### config.mk
export PLATFORM = sky130hd
export DESIGN_NAME = velocity_command_governor
export DESIGN_NICKNAME = d
export VERILOG_FILES = /design/src/rtl/vcg_pkg.sv /design/src/rtl/velocity_command_governor.sv /design/src/rtl/vcg_dp.sv /design/src/rtl/vcg_ctrl.sv
export VERILOG_INCLUDE_DIRS = /design/src /design/src/rtl
export SDC_FILE = /design/constraint.sdc
export NUM_CORES = 2
export LEC_CHECK = 0
export BUFFER_PORTS_ARGS = -buffer_cell sky130_fd_sc_hd__buf_2
export CAP_MARGIN = 20
export CORE_MARGIN = 2
export CORE_UTILIZATION = 52
export DETAILED_ROUTE_END_ITERATION = 7
export GPL_TIMING_DRIVEN = 0
export PLACE_DENSITY = 0.67
export SLEW_MARGIN = 15
export SYNTH_ARGS = -nofsm -noshare
export SYNTH_HDL_FRONTEND = slang
export SYNTH_SLANG_ARGS = --single-unit
export TNS_END_PERCENT = 20
### constraint.sdc
create_clock -name clk -period 10.8 [get_ports clk]
set_input_delay 1.08 -clock clk [delete_from_list [all_inputs] [get_ports clk]]
set_output_delay 1.08 -clock clk [all_outputs]
set_load 0.03 [all_outputs]
### src/rtl/velocity_command_governor_macros.svh
// ----------------------------------------------------------------------------
// Assertion macros for the velocity command governor
// Clocked on clk, disabled while rst_n is low.
// ----------------------------------------------------------------------------
`ifndef VELOCITY_COMMAND_GOVERNOR_MACROS_SVH
`define VELOCITY_COMMAND_GOVERNOR_MACROS_SVH

// Same-cycle implication.
`define VCG_ASSERT_IMP(label, ante, cons, msg) \
  label: assert property (@(posedge clk) disable iff (!rst_n) (ante) |-> (cons)) \
    else $error(msg);

// Next-cycle implication.
`define VCG_ASSERT_NXT(label, ante, cons, msg) \
  label: assert property (@(posedge clk) disable iff (!rst_n) (ante) |=> (cons)) \
    else $error(msg);

`endif

### src/rtl/vcg_pkg.sv
// ----------------------------------------------------------------------------
// vcg_pkg
// Shared types and constants of the velocity command governor.
// ----------------------------------------------------------------------------
package vcg_pkg;

  localparam int VEL_W      = 16;
  localparam int LIM_W      = 15;
  localparam int TMO_W      = 16;
  localparam int CFG_IDX_W  = 2;
  localparam int CFG_DATA_W = 16;
  localparam int VAL_W      = 8;
  localparam int WALK_W     = 3;
  localparam int SQ_W       = 2 * VEL_W;
  localparam int PROD_W     = VEL_W + LIM_W;
  localparam int ITER_N     = VEL_W;
  localparam int CNT_W      = $clog2(ITER_N);

  localparam logic [LIM_W-1:0] SPORT_RST   = LIM_W'(12288);
  localparam logic [LIM_W-1:0] AI_HIGH_RST = LIM_W'(8192);
  localparam logic [LIM_W-1:0] AI_LOW_RST  = LIM_W'(4096);
  localparam logic [TMO_W-1:0] TMO_RST     = TMO_W'(500);

  localparam logic [VAL_W-1:0] VAL_ZERO = VAL_W'(0);
  localparam logic [VAL_W-1:0] VAL_ONE  = VAL_W'(1);
  localparam logic [VAL_W-1:0] VAL_FOUR = VAL_W'(4);

  typedef enum logic [3:0] {
    ACT_MOVE       = 4'd0,
    ACT_STOP       = 4'd1,
    ACT_GAIT       = 4'd2,
    ACT_WALK_MODE  = 4'd3,
    ACT_PROFILE    = 4'd4,
    ACT_SPEED      = 4'd5,
    ACT_CONTINUOUS = 4'd6,
    ACT_RESET      = 4'd7,
    ACT_TICK       = 4'd8
  } act_t;

  typedef enum logic [CFG_IDX_W-1:0] {
    CFG_SPORT   = 2'd0,
    CFG_AI_HIGH = 2'd1,
    CFG_AI_LOW  = 2'd2,
    CFG_TIMEOUT = 2'd3
  } cfg_idx_t;

  typedef enum logic [1:0] {
    LIM_SPORT,
    LIM_AI_HIGH,
    LIM_AI_LOW
  } lim_sel_t;

  typedef enum logic [3:0] {
    DP_NOP,
    DP_START,
    DP_SQUARE,
    DP_COMPARE,
    DP_SQRT,
    DP_MUL,
    DP_DIV,
    DP_COMMIT,
    DP_ZERO,
    DP_CLEAR
  } dp_op_t;

  typedef struct packed {
    dp_op_t   op;
    logic     src_in;
    lim_sel_t lim_sel;
  } dp_cmd_t;

  typedef struct packed {
    logic over;
  } dp_sts_t;

  typedef enum logic [2:0] {
    S_IDLE,
    S_SQUARE,
    S_COMPARE,
    S_TEST,
    S_SQRT,
    S_MUL,
    S_DIV,
    S_COMMIT
  } state_t;

endpackage

### src/rtl/velocity_command_governor.sv
// ----------------------------------------------------------------------------
// velocity_command_governor
// Gates, clamps and publishes planar velocity commands with a tick watchdog.
// ----------------------------------------------------------------------------
//  channel  | handshake            | payload
//  in       | in_valid / in_ready  | in_action, in_vel_x/y/yaw, in_value, in_enable
//  out      | out_valid / out_ready| out_vx, out_vy, out_yaw, out_is_stop
//  cfg      | cfg_we               | cfg_index, cfg_wdata
//
// A non-clamping command completes in the IDLE state. A move or re-limit
// steps through SQUARE, COMPARE, TEST and COMMIT when within the limit and
// adds SQRT, MUL and DIV when clamped: the shared isqrt unit and the pair
// of restoring dividers each retire one step per cycle. One command is in
// flight at a time; a new one enters only while the output register is empty or being taken. Synchronous reset.
// ----------------------------------------------------------------------------
`include "velocity_command_governor_macros.svh"

module velocity_command_governor
  import vcg_pkg::*;
(
  input  logic                    clk,
  input  logic                    rst_n,
  input  logic                    in_valid,
  output logic                    in_ready,
  input  logic [3:0]              in_action,
  input  logic signed [VEL_W-1:0] in_vel_x,
  input  logic signed [VEL_W-1:0] in_vel_y,
  input  logic signed [VEL_W-1:0] in_vel_yaw,
  input  logic signed [VAL_W-1:0] in_value,
  input  logic                    in_enable,
  output logic                    out_valid,
  input  logic                    out_ready,
  output logic signed [VEL_W-1:0] out_vx,
  output logic signed [VEL_W-1:0] out_vy,
  output logic signed [VEL_W-1:0] out_yaw,
  output logic                    out_is_stop,
  input  logic                    cfg_we,
  input  logic [CFG_IDX_W-1:0]    cfg_index,
  input  logic [CFG_DATA_W-1:0]   cfg_wdata
);

  dp_cmd_t dp_cmd;
  dp_sts_t dp_sts;
  logic    busy;

  vcg_ctrl u_ctrl (
    .clk       (clk),
    .rst_n     (rst_n),
    .in_valid  (in_valid),
    .in_ready  (in_ready),
    .in_action (in_action),
    .in_value  (in_value),
    .in_enable (in_enable),
    .cfg_we    (cfg_we),
    .cfg_index (cfg_index),
    .cfg_wdata (cfg_wdata),
    .out_valid (out_valid),
    .out_ready (out_ready),
    .dp_cmd    (dp_cmd),
    .dp_sts    (dp_sts),
    .busy      (busy)
  );

  vcg_dp u_dp (
    .clk         (clk),
    .rst_n       (rst_n),
    .cmd         (dp_cmd),
    .sts         (dp_sts),
    .cfg_we      (cfg_we),
    .cfg_index   (cfg_index),
    .cfg_wdata   (cfg_wdata),
    .in_vel_x    (in_vel_x),
    .in_vel_y    (in_vel_y),
    .in_vel_yaw  (in_vel_yaw),
    .out_vx      (out_vx),
    .out_vy      (out_vy),
    .out_yaw     (out_yaw),
    .out_is_stop (out_is_stop)
  );

  `VCG_ASSERT_IMP(a_busy_blocks_in, busy, !in_ready, "input taken while clamp in progress")
  `VCG_ASSERT_IMP(a_full_out_blocks_in, out_valid && !out_ready, !in_ready, "input taken with output held")
  `VCG_ASSERT_IMP(a_stop_flag, out_valid, out_is_stop == ((out_vx == '0) && (out_vy == '0) && (out_yaw == '0)), "stop flag mismatch")

endmodule

### src/rtl/vcg_dp.sv
// ----------------------------------------------------------------------------
// vcg_dp
// Datapath: limit registers, planar clamp (square, isqrt, scale, divide),
// last velocity and the published twist.
// ----------------------------------------------------------------------------
module vcg_dp
  import vcg_pkg::*;
(
  input  logic                   clk,
  input  logic                   rst_n,
  input  dp_cmd_t                cmd,
  output dp_sts_t                sts,
  input  logic                   cfg_we,
  input  logic [CFG_IDX_W-1:0]   cfg_index,
  input  logic [CFG_DATA_W-1:0]  cfg_wdata,
  input  logic signed [VEL_W-1:0] in_vel_x,
  input  logic signed [VEL_W-1:0] in_vel_y,
  input  logic signed [VEL_W-1:0] in_vel_yaw,
  output logic signed [VEL_W-1:0] out_vx,
  output logic signed [VEL_W-1:0] out_vy,
  output logic signed [VEL_W-1:0] out_yaw,
  output logic                   out_is_stop
);

  logic [LIM_W-1:0] sport_r, ai_high_r, ai_low_r;

  logic signed [VEL_W-1:0] last_vx_r, last_vy_r, last_yaw_r;
  logic signed [VEL_W-1:0] vx_r, vy_r, yaw_r;
  logic [VEL_W-1:0]        ax_r, ay_r;
  logic [LIM_W-1:0]        lim_r;
  logic [SQ_W-1:0]         sqx_r, sqy_r, lsq_r;
  logic                    over_r;
  logic [SQ_W-1:0]         s_r, res_r, bit_r;
  logic [VEL_W-1:0]        remx_r, remy_r, qx_r, qy_r;
  logic signed [VEL_W-1:0] ovx_r, ovy_r, oyaw_r;
  logic                    ostop_r;

  logic signed [VEL_W-1:0] src_x, src_y, src_yaw;
  logic [LIM_W-1:0]        lim_sel_val;
  logic [SQ_W:0]           sum, trial;
  logic [PROD_W-1:0]       prod_x, prod_y;
  logic [VEL_W-1:0]        m;
  logic [VEL_W:0]          tx, ty;
  logic signed [VEL_W-1:0] rx, ry;

  always_comb begin
    src_x   = cmd.src_in ? in_vel_x   : last_vx_r;
    src_y   = cmd.src_in ? in_vel_y   : last_vy_r;
    src_yaw = cmd.src_in ? in_vel_yaw : last_yaw_r;
    unique case (cmd.lim_sel)
      LIM_SPORT:   lim_sel_val = sport_r;
      LIM_AI_HIGH: lim_sel_val = ai_high_r;
      default:     lim_sel_val = ai_low_r;
    endcase
    sum    = {1'b0, sqx_r} + {1'b0, sqy_r};
    trial  = {1'b0, res_r} + {1'b0, bit_r};
    prod_x = PROD_W'(ax_r) * PROD_W'(lim_r);
    prod_y = PROD_W'(ay_r) * PROD_W'(lim_r);
    m      = res_r[VEL_W-1:0];
    tx     = {remx_r, qx_r[VEL_W-1]};
    ty     = {remy_r, qy_r[VEL_W-1]};
    rx     = over_r ? (vx_r[VEL_W-1] ? -$signed(qx_r) : $signed(qx_r)) : vx_r;
    ry     = over_r ? (vy_r[VEL_W-1] ? -$signed(qy_r) : $signed(qy_r)) : vy_r;
  end

  always_ff @(posedge clk) begin
    if (!rst_n) begin
      sport_r   <= SPORT_RST;
      ai_high_r <= AI_HIGH_RST;
      ai_low_r  <= AI_LOW_RST;
    end else if (cfg_we) begin
      unique case (cfg_idx_t'(cfg_index))
        CFG_SPORT:   sport_r   <= cfg_wdata[LIM_W-1:0];
        CFG_AI_HIGH: ai_high_r <= cfg_wdata[LIM_W-1:0];
        CFG_AI_LOW:  ai_low_r  <= cfg_wdata[LIM_W-1:0];
        default: ;
      endcase
    end
  end

  always_ff @(posedge clk) begin
    if (!rst_n) begin
      last_vx_r  <= '0;
      last_vy_r  <= '0;
      last_yaw_r <= '0;
    end else if (cmd.op == DP_CLEAR) begin
      last_vx_r  <= '0;
      last_vy_r  <= '0;
      last_yaw_r <= '0;
    end else if (cmd.op == DP_COMMIT) begin
      last_vx_r  <= rx;
      last_vy_r  <= ry;
      last_yaw_r <= yaw_r;
    end
  end

  always_ff @(posedge clk) begin
    unique case (cmd.op)
      DP_START: begin
        vx_r  <= src_x;
        vy_r  <= src_y;
        yaw_r <= src_yaw;
        ax_r  <= src_x[VEL_W-1] ? VEL_W'(-src_x) : src_x;
        ay_r  <= src_y[VEL_W-1] ? VEL_W'(-src_y) : src_y;
        lim_r <= lim_sel_val;
      end
      DP_SQUARE: begin
        sqx_r <= SQ_W'(ax_r) * SQ_W'(ax_r);
        sqy_r <= SQ_W'(ay_r) * SQ_W'(ay_r);
        lsq_r <= SQ_W'(lim_r) * SQ_W'(lim_r);
      end
      DP_COMPARE: begin
        over_r <= sum > {1'b0, lsq_r};
        s_r    <= sum[SQ_W-1:0];
        res_r  <= '0;
        bit_r  <= SQ_W'(1) << (SQ_W - 2);
      end
      DP_SQRT: begin
        if ({1'b0, s_r} >= trial) begin
          s_r   <= s_r - trial[SQ_W-1:0];
          res_r <= (res_r >> 1) + bit_r;
        end else begin
          res_r <= res_r >> 1;
        end
        bit_r <= bit_r >> 2;
      end
      DP_MUL: begin
        // quotient never exceeds the magnitude, so the high part is below m
        remx_r <= VEL_W'(prod_x >> VEL_W);
        remy_r <= VEL_W'(prod_y >> VEL_W);
        qx_r   <= prod_x[VEL_W-1:0];
        qy_r   <= prod_y[VEL_W-1:0];
      end
      DP_DIV: begin
        if (tx >= {1'b0, m}) begin
          remx_r <= VEL_W'(tx - {1'b0, m});
          qx_r   <= {qx_r[VEL_W-2:0], 1'b1};
        end else begin
          remx_r <= tx[VEL_W-1:0];
          qx_r   <= {qx_r[VEL_W-2:0], 1'b0};
        end
        if (ty >= {1'b0, m}) begin
          remy_r <= VEL_W'(ty - {1'b0, m});
          qy_r   <= {qy_r[VEL_W-2:0], 1'b1};
        end else begin
          remy_r <= ty[VEL_W-1:0];
          qy_r   <= {qy_r[VEL_W-2:0], 1'b0};
        end
      end
      DP_COMMIT: begin
        ovx_r   <= rx;
        ovy_r   <= ry;
        oyaw_r  <= yaw_r;
        ostop_r <= (rx == '0) && (ry == '0) && (yaw_r == '0);
      end
      DP_ZERO, DP_CLEAR: begin
        ovx_r   <= '0;
        ovy_r   <= '0;
        oyaw_r  <= '0;
        ostop_r <= 1'b1;
      end
      default: ;
    endcase
  end

  assign sts.over    = over_r;
  assign out_vx      = ovx_r;
  assign out_vy      = ovy_r;
  assign out_yaw     = oyaw_r;
  assign out_is_stop = ostop_r;

endmodule

### src/rtl/vcg_ctrl.sv
// ----------------------------------------------------------------------------
// vcg_ctrl
// Controller: command decode, governor flags, tick watchdog and the
// sequencer that steps the datapath through a planar clamp.
// ----------------------------------------------------------------------------
module vcg_ctrl
  import vcg_pkg::*;
(
  input  logic                  clk,
  input  logic                  rst_n,
  input  logic                  in_valid,
  output logic                  in_ready,
  input  logic [3:0]            in_action,
  input  logic [VAL_W-1:0]      in_value,
  input  logic                  in_enable,
  input  logic                  cfg_we,
  input  logic [CFG_IDX_W-1:0]  cfg_index,
  input  logic [CFG_DATA_W-1:0] cfg_wdata,
  output logic                  out_valid,
  input  logic                  out_ready,
  output dp_cmd_t               dp_cmd,
  input  dp_sts_t               dp_sts,
  output logic                  busy
);

  state_t            state_r, state_nxt;
  logic [CNT_W-1:0]  cnt_r, cnt_nxt;
  logic              locked_r, locked_nxt;
  logic              active_r, active_nxt;
  logic              cont_r, cont_nxt;
  logic              sport_r, sport_nxt;
  logic              high_r, high_nxt;
  logic [WALK_W-1:0] walk_r, walk_nxt;
  logic [TMO_W-1:0]  ticks_r, ticks_nxt;
  logic [TMO_W-1:0]  timeout_r;
  logic              ovalid_r, ovalid_nxt;

  logic              out_free, accept, val_ok, last_iter;
  logic [TMO_W-1:0]  ticks_inc;

  assign out_free  = !ovalid_r || out_ready;
  assign in_ready  = (state_r == S_IDLE) && out_free;
  assign accept    = in_valid && in_ready;
  assign val_ok    = (in_value >= VAL_ONE) && (in_value <= VAL_FOUR);
  assign last_iter = (cnt_r == CNT_W'(ITER_N - 1));
  assign ticks_inc = (ticks_r == '1) ? ticks_r : ticks_r + TMO_W'(1);
  assign out_valid = ovalid_r;
  assign busy      = (state_r != S_IDLE);

  always_comb begin
    state_nxt  = state_r;
    cnt_nxt    = cnt_r;
    locked_nxt = locked_r;
    active_nxt = active_r;
    cont_nxt   = cont_r;
    sport_nxt  = sport_r;
    high_nxt   = high_r;
    walk_nxt   = walk_r;
    ticks_nxt  = ticks_r;
    ovalid_nxt = ovalid_r && !out_ready;
    dp_cmd.op      = DP_NOP;
    dp_cmd.src_in  = 1'b0;

    unique case (state_r)
      S_IDLE: begin
        if (accept) begin
          unique case (in_action)
            ACT_MOVE: begin
              if (!locked_r) begin
                dp_cmd.op     = DP_START;
                dp_cmd.src_in = 1'b1;
                ticks_nxt     = '0;
                active_nxt    = 1'b1;
                state_nxt     = S_SQUARE;
              end
            end
            ACT_STOP: begin
              active_nxt = 1'b0;
              dp_cmd.op  = DP_ZERO;
              ovalid_nxt = 1'b1;
            end
            ACT_GAIT: begin
              if (in_value == VAL_ZERO) begin
                locked_nxt = 1'b1;
                active_nxt = 1'b0;
                dp_cmd.op  = DP_ZERO;
                ovalid_nxt = 1'b1;
              end else if (val_ok) begin
                locked_nxt = 1'b0;
              end
            end
            ACT_WALK_MODE: begin
              if (val_ok && in_enable) begin
                walk_nxt   = in_value[WALK_W-1:0];
                locked_nxt = 1'b0;
              end else if (val_ok && (walk_r == in_value[WALK_W-1:0])) begin
                walk_nxt   = '0;
                locked_nxt = 1'b1;
                active_nxt = 1'b0;
                dp_cmd.op  = DP_ZERO;
                ovalid_nxt = 1'b1;
              end
            end
            ACT_PROFILE: begin
              if (sport_r != in_enable) begin
                sport_nxt = in_enable;
                if (!locked_r && active_r) begin
                  dp_cmd.op = DP_START;
                  state_nxt = S_SQUARE;
                end
              end
            end
            ACT_SPEED: begin
              high_nxt = (in_value == VAL_ONE);
              if (!sport_r && !locked_r && active_r) begin
                dp_cmd.op = DP_START;
                state_nxt = S_SQUARE;
              end
            end
            ACT_CONTINUOUS: begin
              cont_nxt = in_enable;
              if (!in_enable) ticks_nxt = '0;
            end
            ACT_RESET: begin
              locked_nxt = 1'b1;
              active_nxt = 1'b0;
              cont_nxt   = 1'b0;
              sport_nxt  = 1'b0;
              high_nxt   = 1'b0;
              walk_nxt   = '0;
              ticks_nxt  = '0;
              dp_cmd.op  = DP_CLEAR;
              ovalid_nxt = 1'b1;
            end
            ACT_TICK: begin
              ticks_nxt = ticks_inc;
              if (!locked_r && !cont_r && active_r && (ticks_inc >= timeout_r)) begin
                active_nxt = 1'b0;
                dp_cmd.op  = DP_ZERO;
                ovalid_nxt = 1'b1;
              end
            end
            default: ;
          endcase
        end
      end
      S_SQUARE: begin
        dp_cmd.op = DP_SQUARE;
        state_nxt = S_COMPARE;
      end
      S_COMPARE: begin
        dp_cmd.op = DP_COMPARE;
        state_nxt = S_TEST;
      end
      S_TEST: begin
        cnt_nxt   = '0;
        state_nxt = dp_sts.over ? S_SQRT : S_COMMIT;
      end
      S_SQRT: begin
        dp_cmd.op = DP_SQRT;
        cnt_nxt   = cnt_r + CNT_W'(1);
        if (last_iter) state_nxt = S_MUL;
      end
      S_MUL: begin
        dp_cmd.op = DP_MUL;
        cnt_nxt   = '0;
        state_nxt = S_DIV;
      end
      S_DIV: begin
        dp_cmd.op = DP_DIV;
        cnt_nxt   = cnt_r + CNT_W'(1);
        if (last_iter) state_nxt = S_COMMIT;
      end
      S_COMMIT: begin
        if (out_free) begin
          dp_cmd.op  = DP_COMMIT;
          ovalid_nxt = 1'b1;
          state_nxt  = S_IDLE;
        end
      end
      default: state_nxt = S_IDLE;
    endcase

    // limit follows the flags as they stand after this transaction
    priority if (sport_nxt) dp_cmd.lim_sel = LIM_SPORT;
    else if (high_nxt)      dp_cmd.lim_sel = LIM_AI_HIGH;
    else                    dp_cmd.lim_sel = LIM_AI_LOW;
  end

  always_ff @(posedge clk) begin
    if (!rst_n) begin
      state_r  <= S_IDLE;
      cnt_r    <= '0;
      locked_r <= 1'b1;
      active_r <= 1'b0;
      cont_r   <= 1'b0;
      sport_r  <= 1'b0;
      high_r   <= 1'b0;
      walk_r   <= '0;
      ticks_r  <= '0;
      ovalid_r <= 1'b0;
    end else begin
      state_r  <= state_nxt;
      cnt_r    <= cnt_nxt;
      locked_r <= locked_nxt;
      active_r <= active_nxt;
      cont_r   <= cont_nxt;
      sport_r  <= sport_nxt;
      high_r   <= high_nxt;
      walk_r   <= walk_nxt;
      ticks_r  <= ticks_nxt;
      ovalid_r <= ovalid_nxt;
    end
  end

  always_ff @(posedge clk) begin
    if (!rst_n) begin
      timeout_r <= TMO_RST;
    end else if (cfg_we && (cfg_idx_t'(cfg_index) == CFG_TIMEOUT)) begin
      timeout_r <= cfg_wdata[TMO_W-1:0];
    end
  end

endmodule
==> flow_results.org <==
** Critical path
- Across all register-to-register paths, the minimum setup slack is 1.99 ns.
- The worst register-to-register path ends at u_dp.remx_r[14].
- Capturing element type of the critical path :: flop
- Tracing the worst setup path back leads to its startpoint at u_dp.lim_r[3].
- In this design, the critical path's most frequently occurring cell is inv_1.
- Category of the worst setup path launch point :: flop
- Startpoint of the worst-slack reg-to-reg timing path :: u_dp.lim_r[3]
- For this run, the slowest stage of the critical path takes 0.87 ns.
- In this run the worst path has a maximum fanout of 10.
- The slowest stage of the critical path is the buf_1 cell.
- The critical path in this run is classified as flop to flop.
- The worst register-to-register path has a depth of 26.
- Data required time at the worst endpoint :: 11.21 ns
- WP data arrival :: 9.21 ns

** Logic synthesis
- A synthesized cell averages 9.17 µm².
- During synthesis, Yosys emitted a total of 0 warnings.
- Of the total synthesized cell area, the portion taken by AND, OR, NAND and NOR gates is 0.149.
- For this run, the leading register cell type out of synthesis is edfxtp_1.
- Counting instances in the post-synthesis netlist gives the leading cell types as inv_1 (1240), nand2_1 (843), fa_1 (824).
- Counting every instance in the synthesized netlist gives 7077.
- Ranked by total cell area, the synthesized netlist is headed by fa_1 (25%), edfxtp_1 (17%), ha_1 (13%), inv_1 (7.2%), nand2_1 (4.9%).
- Summing every instance area after synthesis gives 64900 µm².
- After synthesis, the largest family of logic cells by area is adder cells.
- Of the synthesized area, sequential elements account for 0.218.
- Of the post-synthesis cell area, the dominant cell type holds 0.254.
- Mux contribution to synthesized area :: 0.0149
- The number of nets in the synthesized netlist is 8643.
- Of the total synthesized cell area, the portion taken by XOR and XNOR cells is 0.0462.
- In the synthesized netlist the async set-or-reset flop fraction comes to 0.
- Post-synthesis cell type with the largest combined area :: fa_1
- Post-synth EDFFs :: 378
- Of the total synthesized cell area, the portion taken by full adders, half adders and majority gates is 0.381.
- Complex-gate fraction of the synthesized area :: 0.101
- Post-synthesis cell type count :: 91
- Synthesis inferred 519 register bits.
- Most used standard cell by instance count after synthesis :: inv_1

** Clocking
- Post-CTS timing repair inserted 0 buffers for setup.
- Total clock buffers created by CTS :: 60
- CTS Hold Bufs :: 0
- Clock latency reported for the late side of the worst-skew pair :: 0.70 ns
- CTS built an H-tree with a depth of 2.
- Gates resized during post-CTS repair numbered 0.
- Bufs on Longest Clock Path :: 3
- TritonCTS built the clock tree.
- Post-CTS clock slew at the launch and capture registers of the worst setup and hold paths :: 0.06 ns
- Sink Count :: 519
- Clk root buf :: clkbuf_16

** Routing
- Final routed DRC violation total :: 0
- Post-route antenna net violation count :: 0
- DRC marker count from the first detailed-route iteration :: 4036
- Using the TritonRoute via totals, the vias-per-cell ratio works out to 5.64.
- Before antenna repair, the detailed router went through 8 iterations.
- Final wirelength :: 200000 µm
- Wirelength per Cell :: 22.3 µm
- Number of vias in the routed layout :: 50600

** Global routing
- For this run, the total global-route usage over all layers was measured as 0.315.
- Number of global-route vias before repair :: 51100
- Global routing finished with a remaining overflow of 0.
- First-pass GRT wire length :: 305000 µm
- The initial antenna violation count came to 5.
- Entering global routing, the biggest net connects 32 pins.

** Final layout
- The filler cells instantiated in the layout total 11100.
- Area of all placed cells without fillers :: 70100 µm²
- Fraction of layout cells with a size suffix above 1 :: 0.0484
- For this run, the post-layout net count is 8849.
- Relative to the synthesized area, the layout overhead comes to 8.00%.

** Placed design
- Once placement finished, the instance area stood at 67900 µm².
- Prior to clock tree synthesis, the placed netlist has a worst setup slack of 2.16 ns.
- Count of buffers from port buffering :: 131
- Post-DP HPWL :: 164000 µm
- Weighted congestion at the end of routability-driven global placement :: 1.01

** Floorplanning
- Boundary pin count :: 135
- After floorplanning, the core was sized to cover 124000 µm².
- Number of placement rows :: 129
- X dimension of the die :: 357 µm
- The floorplan step defined a die boundary enclosing 128000 µm².
- For this configuration, the core starts out at a cell density of 0.524.
- Floorplan die height :: 357 µm

** Timing
- The worst pin sits at a relative slew slack of 0.213.
- RSZ-0062 raised after global routing :: no
- Final hold slack :: 0.455 ns
- Hold Violations, Final :: 0
- At the pin with the least slew margin, the transition time is 1.18 ns.
- Maximum clock frequency :: 0.114 GHz
- Post-layout worst setup margin :: 1.99 ns
- The number of pins with negative max-slew slack in the final report is 0.
- Skew final :: 0.0720 ns
- In the finished design, the share of the clock period the worst path needs comes to 0.815.
- Setup violations remaining at the end of the flow were counted as 0.
- Minimum clock period after layout :: 8.81 ns

** Job
- Max-cap violations in this run came to 0.

** Hold path
- Hold endpoint :: u_dp.ai_high_r[10]
- The tightest min-delay check is of the flop to flop type.
- The worst hold path begins at u_dp.ai_high_r[10].
- Along the worst hold path, the cell count comes to 2.

** Pwr
- Max VDD drop :: 0.000161 V
- Cell area power density :: 178 nW/µm²
- Leakage :: 33.7 nW

** Status
- Status :: completed
-- how the worst max path moves through the flow --
stage / cells after the start / end / slack, ns
after floorplan: 17 / u_dp.ax_r[0] / 2.81
after global placement: 17 / u_dp.ax_r[7] / -0.09
after detailed placement: 26 / u_dp.remx_r[14] / 2.16
after CTS: 26 / u_dp.remx_r[14] / 2.12
after global routing: 26 / u_dp.remx_r[14] / 1.78
final: 26 / u_dp.remx_r[14] / 1.99
-- where the power goes --
part           internal (mW)  switching [mW]
registers               2.70           0.223
clock network           1.31           0.921
logic                   2.78            4.51
total                   6.79            5.65
-- critical path, delay by kind of cell, from the launching register on --
family | cells | cell delay (ns)
multiplexers | 1 | 0.16
flip-flops | 1 | 0.72
XOR/XNOR | 1 | 0.24
AO/OA/AOI/OAI | 6 | 1.67
AND/OR/NAND/NOR | 2 | 0.58
buffers and inverters | 9 | 1.77
adder cells (fa/ha/maj) | 7 | 3.34
-- cell families after synthesis --
logic type | count (synthesis)
flip-flops | 519
multiplexers | 93
AO/OA/AOI/OAI | 1041
XOR/XNOR | 342
adder cells (fa/ha/maj) | 1482
buffers and inverters | 1533
AND/OR/NAND/NOR | 2067
-- cell type report --
class | instances | area (µm²) | area share
Sequential cell | 519 | 14200 | 0.202
Inverter | 1246 | 4680 | 0.0667
Antenna cell | 1 | 2.50 | 0.0000357
Timing Repair Buffer | 144 | 937 | 0.0134
Multi-Input combinational cell | 5025 | 45000 | 0.642
Buffer | 287 | 1110 | 0.0158
Tap cell | 1637 | 2050 | 0.0292
Clock inverter | 40 | 522 | 0.00744
Clock buffer | 74 | 1650 | 0.0235
-- cell usage in the layout (no fill, tap or decap), types with 113 or more instances in the layout --
| cell | count |
|---|---|
| o21ai_0 | 207 |
| ha_1 | 658 |
| xor2_1 | 130 |
| xnor2_1 | 212 |
| a21oi_1 | 354 |
| nand2_1 | 841 |
| fa_1 | 824 |
| clkbuf_1 | 275 |
| dfxtp_1 | 141 |
| edfxtp_1 | 378 |
| nor2_1 | 412 |
| buf_2 | 139 |
| and2_1 | 364 |
| inv_1 | 1240 |
| a21o_1 | 113 |
-- flip-flops by register name (all words and copies together) (netlist names), 29 cells and up --
name / cells
u_dp.lsq_r: 29
u_dp.res_r: 32
u_dp.s_r: 32
u_dp.sqx_r: 31
u_dp.sqy_r: 31
-- layer usage --
layer,wire length (µm),up-vias,part of all wire,global-route usage
met2,90500,2037,0.45,0.505
met3,17100,448,0.086,0.0626
li1,-,23300,-,-
met1,81600,24800,0.41,0.415
met4,10500,6,0.052,0.141
met5,35,-,0.00018,0
-- metrics by stage --
| step | TNS (ns) | instances | util | total power [mW] |
|---|---|---|---|---|
| final | 0 | 8973 | 0.566 | 12.4 |
| after global routing | 0 | 8972 | 0.566 | 13.3 |
| after CTS | 0 | 8972 | 0.566 | 12.4 |
| after detailed placement | 0 | 8858 | 0.549 | 10.1 |
| after global placement | -5.66 | 8845 | 0.546 | 10.0 |
| after floorplan | 0 | 7077 | - | 7.91 |
No activity file was read; power rests on OpenSTA's default activity.
